### src/sv/fvca_pkg.sv
`default_nettype none
package fvca_pkg;

    localparam int VERTICES   = 4096;
    localparam int COUNT_BITS = 16;

    localparam int ADDR_W  = $clog2(VERTICES);
    localparam int VTX_W   = 12;
    localparam int COLOR_W = 8;
    localparam int QUOT_W  = COLOR_W;
    localparam int SUM_W   = COLOR_W + COUNT_BITS;
    localparam int FACE_W  = 16;
    localparam int TRI_W   = 11;
    // wide enough for 3 * (2^TRI_W - 1) + 2
    localparam int IDX_W   = 14;
    localparam int STEP_W  = $clog2(QUOT_W);

    localparam int CFG_W     = 13;
    localparam int CFG_IDX_W = 1;
    localparam logic [CFG_IDX_W-1:0] REG_VERTEX_COUNT = 1'd0;
    localparam logic [CFG_IDX_W-1:0] REG_IMPLICIT     = 1'd1;
    localparam logic [CFG_W-1:0]     VCOUNT_RESET     = 13'd4096;

    localparam logic KIND_ADD  = 1'b0;
    localparam logic KIND_READ = 1'b1;

    localparam logic [1:0] SLOT_A = 2'd0;
    localparam logic [1:0] SLOT_B = 2'd1;
    localparam logic [1:0] SLOT_C = 2'd2;

    localparam logic [COUNT_BITS-1:0] COUNT_MAX = '1;

    typedef struct packed {
        logic               kind;
        logic [VTX_W-1:0]   vertex_a;
        logic [VTX_W-1:0]   vertex_b;
        logic [VTX_W-1:0]   vertex_c;
        logic [COLOR_W-1:0] red;
        logic [COLOR_W-1:0] green;
        logic [COLOR_W-1:0] blue;
    } in_item_t;

    typedef struct packed {
        logic [VTX_W-1:0]   vertex;
        logic [COLOR_W-1:0] avg_red;
        logic [COLOR_W-1:0] avg_green;
        logic [COLOR_W-1:0] avg_blue;
        logic [FACE_W-1:0]  face_count;
        logic               covered;
    } out_item_t;

    typedef struct packed {
        logic [2:0][SUM_W-1:0]  sum;
        logic [COUNT_BITS-1:0]  count;
    } entry_t;

    localparam int ENTRY_W = $bits(entry_t);

    typedef struct packed {
        logic              clr;
        logic              load;
        logic              rd_en;
        logic [1:0]        rd_slot;
        logic              acc_wr;
        logic              rd_latch;
        logic              div_step;
        logic [STEP_W-1:0] div_bit;
        logic              out_load;
    } cmd_t;

    typedef struct packed {
        logic clr_last;
        logic in_kind;
        logic out_free;
    } stat_t;

    function automatic logic index_ok(input logic [IDX_W-1:0] idx,
                                      input logic [CFG_W-1:0] vcount);
        logic lo;
        logic hi;
        lo = 32'(idx) < 32'(vcount);
        hi = 32'(idx) < 32'(VERTICES);
        return lo && hi;
    endfunction

endpackage
`default_nettype wire

### src/sv/fvca_ctrl.sv
`default_nettype none
module fvca_ctrl (
    input  wire logic           aclk,
    input  wire logic           aresetn,
    input  wire logic           s_valid,
    output logic                s_ready,
    input  wire fvca_pkg::stat_t stat,
    output fvca_pkg::cmd_t      cmd
);

    localparam logic [2:0] ST_CLEAR = 3'd0;
    localparam logic [2:0] ST_IDLE  = 3'd1;
    localparam logic [2:0] ST_TRI_A = 3'd2;
    localparam logic [2:0] ST_TRI_B = 3'd3;
    localparam logic [2:0] ST_TRI_C = 3'd4;
    localparam logic [2:0] ST_LATCH = 3'd5;
    localparam logic [2:0] ST_DIV   = 3'd6;
    localparam logic [2:0] ST_OUT   = 3'd7;

    localparam logic [fvca_pkg::STEP_W-1:0] STEP_LAST =
        fvca_pkg::STEP_W'(fvca_pkg::QUOT_W - 1);

    logic [2:0]                  state_reg, state_next;
    logic [fvca_pkg::STEP_W-1:0] step_reg, step_next;

    always_ff @(posedge aclk) begin
        if (!aresetn) begin
            state_reg <= ST_CLEAR;
            step_reg  <= '0;
        end else begin
            state_reg <= state_next;
            step_reg  <= step_next;
        end
    end

    always_comb begin
        cmd        = '0;
        s_ready    = 1'b0;
        state_next = state_reg;
        step_next  = step_reg;
        unique case (state_reg)
            ST_CLEAR: begin
                cmd.clr = 1'b1;
                if (stat.clr_last) begin
                    state_next = ST_IDLE;
                end
            end
            ST_IDLE: begin
                s_ready = 1'b1;
                if (s_valid) begin
                    // fetch the first vertex in the accept cycle
                    cmd.load    = 1'b1;
                    cmd.rd_en   = 1'b1;
                    cmd.rd_slot = fvca_pkg::SLOT_A;
                    state_next  = (stat.in_kind == fvca_pkg::KIND_READ) ? ST_LATCH
                                                                        : ST_TRI_A;
                end
            end
            ST_TRI_A: begin
                cmd.acc_wr  = 1'b1;
                cmd.rd_en   = 1'b1;
                cmd.rd_slot = fvca_pkg::SLOT_B;
                state_next  = ST_TRI_B;
            end
            ST_TRI_B: begin
                cmd.acc_wr  = 1'b1;
                cmd.rd_en   = 1'b1;
                cmd.rd_slot = fvca_pkg::SLOT_C;
                state_next  = ST_TRI_C;
            end
            ST_TRI_C: begin
                cmd.acc_wr = 1'b1;
                state_next = ST_IDLE;
            end
            ST_LATCH: begin
                cmd.rd_latch = 1'b1;
                step_next    = '0;
                state_next   = ST_DIV;
            end
            ST_DIV: begin
                cmd.div_step = 1'b1;
                cmd.div_bit  = STEP_LAST - step_reg;
                step_next    = step_reg + 1'b1;
                if (step_reg == STEP_LAST) begin
                    state_next = ST_OUT;
                end
            end
            ST_OUT: begin
                if (stat.out_free) begin
                    cmd.out_load = 1'b1;
                    state_next   = ST_IDLE;
                end
            end
        endcase
    end

endmodule
`default_nettype wire

### config.mk
export PLATFORM = sky130hd
export DESIGN_NAME = fvca_ctrl
export DESIGN_NICKNAME = d
export VERILOG_FILES = /design/src/sv/fvca_pkg.sv /design/src/sv/fvca_ctrl.sv
export SDC_FILE = /design/constraint.sdc
export NUM_CORES = 1
export LEC_CHECK = 0
export BUFFER_PORTS_ARGS = -buffer_cell sky130_fd_sc_hd__buf_4
export CORE_AREA = 4 4 41 43
export DETAILED_ROUTE_END_ITERATION = 7
export DIE_AREA = 0 0 45 47
export PLACE_DENSITY = 0.64
export SYNTH_ARGS = -nofsm -noshare
export SYNTH_HDL_FRONTEND = slang
export SYNTH_SLANG_ARGS = --single-unit
### constraint.sdc
create_clock -name aclk -period 1.13 [get_ports aclk]
set_input_delay 0.0565 -clock aclk [delete_from_list [all_inputs] [get_ports aclk]]
set_output_delay 0.0565 -clock aclk [all_outputs]
set_load 0.1 [all_outputs]
**After elaboration in Yosys (flattened, before gate mapping)**

Cells that the tools add are included.

- Register bits: 6
- ROM bits: 0
- Word-level logic and storage cells: 37
- Bits of input ports: 6
- Memories kept: 0
- Latch bits: 0
- RAM bits: 0

- Eq/ne operators: 12
- Reduce and logical (&&, ||, !) cells: 4
- Shifts and indexed selects: 0
- Magnitude comparators: 0
- Bitwise gates (word level): 0
- Mux-type cells: 17
- Div/mod/pow operators: 0
- Add/sub/neg operators: 2
- Multiply operators: 0

Operators by type and width:

| kind | count |
|---|---|
| $pmux 3 s8 | 1 |
| $eq 3x3->1 const B | 5 |
| $mux 3 | 5 |
| $pmux 3 s3 | 1 |
| $mux 4 | 2 |
| $ne 2x2->1 const B | 4 |
| $mux 1 | 7 |
| $eq 3x2->1 const B | 2 |
| $pmux 3 s2 | 1 |
| $reduce_and 4->1 | 1 |
| $add 3x1->3 const B | 1 |
| $eq 3x1->1 const B | 1 |
| $logic_not 3->1 | 1 |
| $reduce_or 3->1 | 1 |
| $sub 3x3->3 const A | 1 |
| $reduce_bool 2->1 | 1 |

**Depth between registers and ports, before layout**

- Depth in word-level cells: 3
- Mapped depth: 4
- Gate-level depth less buffers: 4

**Least setup slack after synthesis**

OpenSTA, ideal clock, no wires.

- Path kind: register -> output
- Start: reg state_reg[2]
- End: out cmd[10] (netlist bit)
- Stages on the path, launching flop included: 4
- Data arrival time: 3.557 ns
- Setup slack: -2.483 ns
- Cell sequence: dfxtp_1 buf_2 nor3_1 and2_1

RTL lines:

| what | line | text |
|---|---|---|
| start, declared | fvca_ctrl.sv:23 | `logic [2:0] state_reg, state_next;` |
| start signal, assigned | fvca_ctrl.sv:31 | `state_reg <= state_next;` |
| end, declared | fvca_ctrl.sv:8 | `output fvca_pkg::cmd_t cmd` |

==> results.cfg <==
[outcome]
status = finished, violations left
violations = negative setup slack

[setup_path]
r2r_slack_ps = -40
crit_chain = nand2_2 -> or3_4 -> inv_2 -> buf_12
critical_path_arrival_ps = 1260
cp_num_buf_inv = 2
cp_slowest_cell = dfxtp_4
startpoint_type = register
worstPathMaxFanout = 6
rr_startpoint = step_reg[0]
worstPathRequired_ps = 1070
end_kind = output pin
reg2regPathDepth = 4
reg2reg_to = state_reg[0]
crit_path_max_incr_delay_ps = 370
critPathKind = register to output pin
crit_family = simple AND/OR/NAND/NOR gates

[grt]
antenna_found_initial = 0
grt-busiest-layer = met2
use_met1_pct = 21.89
grt_max_degree = 10
grtUsageMet3_pct = 7.280
grt.overflow.total = 0
met2_usage_pct = 28.81
grt_use_total_pct = 18.10
grt_pass1_wl_um = 2670
grt_pass1_vias = 571

[floorplanning]
start_util_pct = 32.88
die_x_um = 45
dieArea_mm2 = 0.002115
dieHeight_um = 47
ios = 19
std_cell_rows = 13
core_mm2 = 0.001301

[routing]
routed_via_density = 5.109
vias = 562
drc_errors = 0
firstDrtPassIters = 4
antenna_left = 0
drt_wl_total_um = 1617
avgRoutedWirePerCell_um = 14.70
dr.first_iter.drc_count = 2

[synth]
netlist_area_um2 = 427.9
async_flop_share_pct = 0
synth_seq_area_share_pct = 28.07
synth_nets = 70
syn_area_per_cell_um2 = 6.902
synth_cells = 62
synth_ff_type = dfxtp_1
yosys_warnings = 0
synthDistinctLibCells = 20
synth_edf_count = 0
ys_seq_elements = 6

[finish]
final_area_mm2 = 0.001036
layout-drive-gt1-share_pct = 68.42
diodes = 0
fillers = 88
syn2layout_area_growth_pct = 142.1
nets = 105

[power_and_ir_drop]
peakVddDrop_v = 0.0004943
p_total_w = 0.0008588
cellPowerDensity_mw_per_mm2 = 828.9
leakagePower_nw = 0.4152

[job]
maxCapViolCount = 0

[clock_network]
clkLatencyLatePin_ps = 240
cts_root_buf = clkbuf_4
numCtsBuffers = 3
clock-sinks = 6
htree_num_levels = 1
clk_path_buf_depth = 2
cts_tree = yes
clkTransAtPathRegs_ps = 40

[sta]
tightest_slew_ps = 191.1
finClkSkew_ps = 0.09681
max_slew_margin_pct = 87.16
setup_viol = 14
setup_ws_ps = -189.6
hold_viol_final = 0
slew_violations = 0
finalWorstPathRequiredPeriod_ps = 1320
fin_crit_sh_pct = 116.8
rsz0062_at_grt = yes
timing.fmax_mhz = 757.8

[placed_design]
place_hpwl_um = 1038
dp_slack_ps = -89.42
place.port_buffers = 18
postPlaceCellArea_um2 = 770.7
gp_congestion = 0.7919

[hold_path]
holdPathEnd = state_reg[0]
hold_path.class = input pin to register
hp-start = aresetn
min_path_cells = 2
synthesized netlist by cell type, drive strengths merged (3+ instances only):
library cell,instances,area [um2]
buf,5,27.53
nand2,7,28.78
nor2,5,18.77
o21ai,5,25.02
nand3,5,25.02
dfxtp,6,120.1
a31oi,3,18.77
a21oi,3,15.01
inv,3,11.26
nor3,6,30.03
nor2b,4,25.02
cell usage in the layout (no fill, tap or decap), types with 2 or more instances in the layout:
cell type	synthesis	layout
nor2b_1	4	3
a31oi_1	3	3
buf_4	1	19
and2_4	0	2
buf_6	0	2
dfxtp_4	0	4
nand2_1	6	5
o21ai_0	5	3
clkbuf_4	0	3
nor3_1	6	2
nand3_1	5	5
nor2_4	0	4
nand2_2	1	2
nor3_4	0	4
buf_12	0	14
a21oi_1	3	2
power by group:
part | internal [W] | switching, W
combinational | 0.000174 | 0.000259
clock | 0.000120 | 0.0000769
sequential | 0.000214 | 0.0000149
timing repair:
action	CTS	global route
gates cloned	0	0
hold buffers	0	0
setup buffers	2	0
endpoints found under the setup margin	16	17
gates resized for setup	54	8
pin swaps	4	5
through the flow:
| stage | utilization (%) | hold slack (ps) | setup TNS (ps) | std cells |
|---|---|---|---|---|
| global placement | 59.23 | 321.6 | -299.1 | 105 |
| global route | 79.62 | 68.35 | -2631 | 110 |
| CTS | 77.88 | 63.70 | -1839 | 110 |
| detailed placement | 59.23 | 327.8 | -400.4 | 105 |
| floorplan | - | 190.9 | -4135 | 62 |
| finish | 79.62 | 73.69 | -1815 | 110 |
per-layer routing:
layer,vias to the layer above,share of wire [%]
li1,281,-
met2,15,51
met5,-,0
met3,4,4.8
met1,262,42
met4,0,2.5
how the worst max path moves through the flow:
stage	start	endpoint	cells past startpoint
final	state_reg[2]	cmd[1]	4
after global routing	state_reg[0]	cmd[10]	4
after CTS	state_reg[2]	cmd[1]	4
after detailed placement	step_reg[0]	state_reg[0]	4
after global placement	step_reg[0]	state_reg[0]	4
after floorplan	state_reg[0]	cmd[10]	4
area by class of cell:
cell class | instances | area, um2 | area share (%)
well taps | 15 | 18.77 | 1.812
repair buffers | 35 | 445.4 | 43.00
multi-input cells | 48 | 399.1 | 38.53
flip-flops and latches | 6 | 136.4 | 13.16
inverters | 3 | 13.76 | 1.329
clock buffers | 3 | 22.52 | 2.174
cell families after synthesis:
kind of cell	Yosys count	synth area share, %
simple gates	32	37.13
compound gates	14	19.88
flops	6	28.07
buf+inv	8	9.065
fa+ha+maj	2	5.847
worst reg2reg max path: cells and delay by family, from the launching register on:
| family | cells | cell delay (ps) |
|---|---|---|
| compound gates | 2 | 410 |
| fa+ha+maj | 2 | 300 |
| flops | 1 | 350 |
No activity file was read; power rests on OpenSTA's default activity.
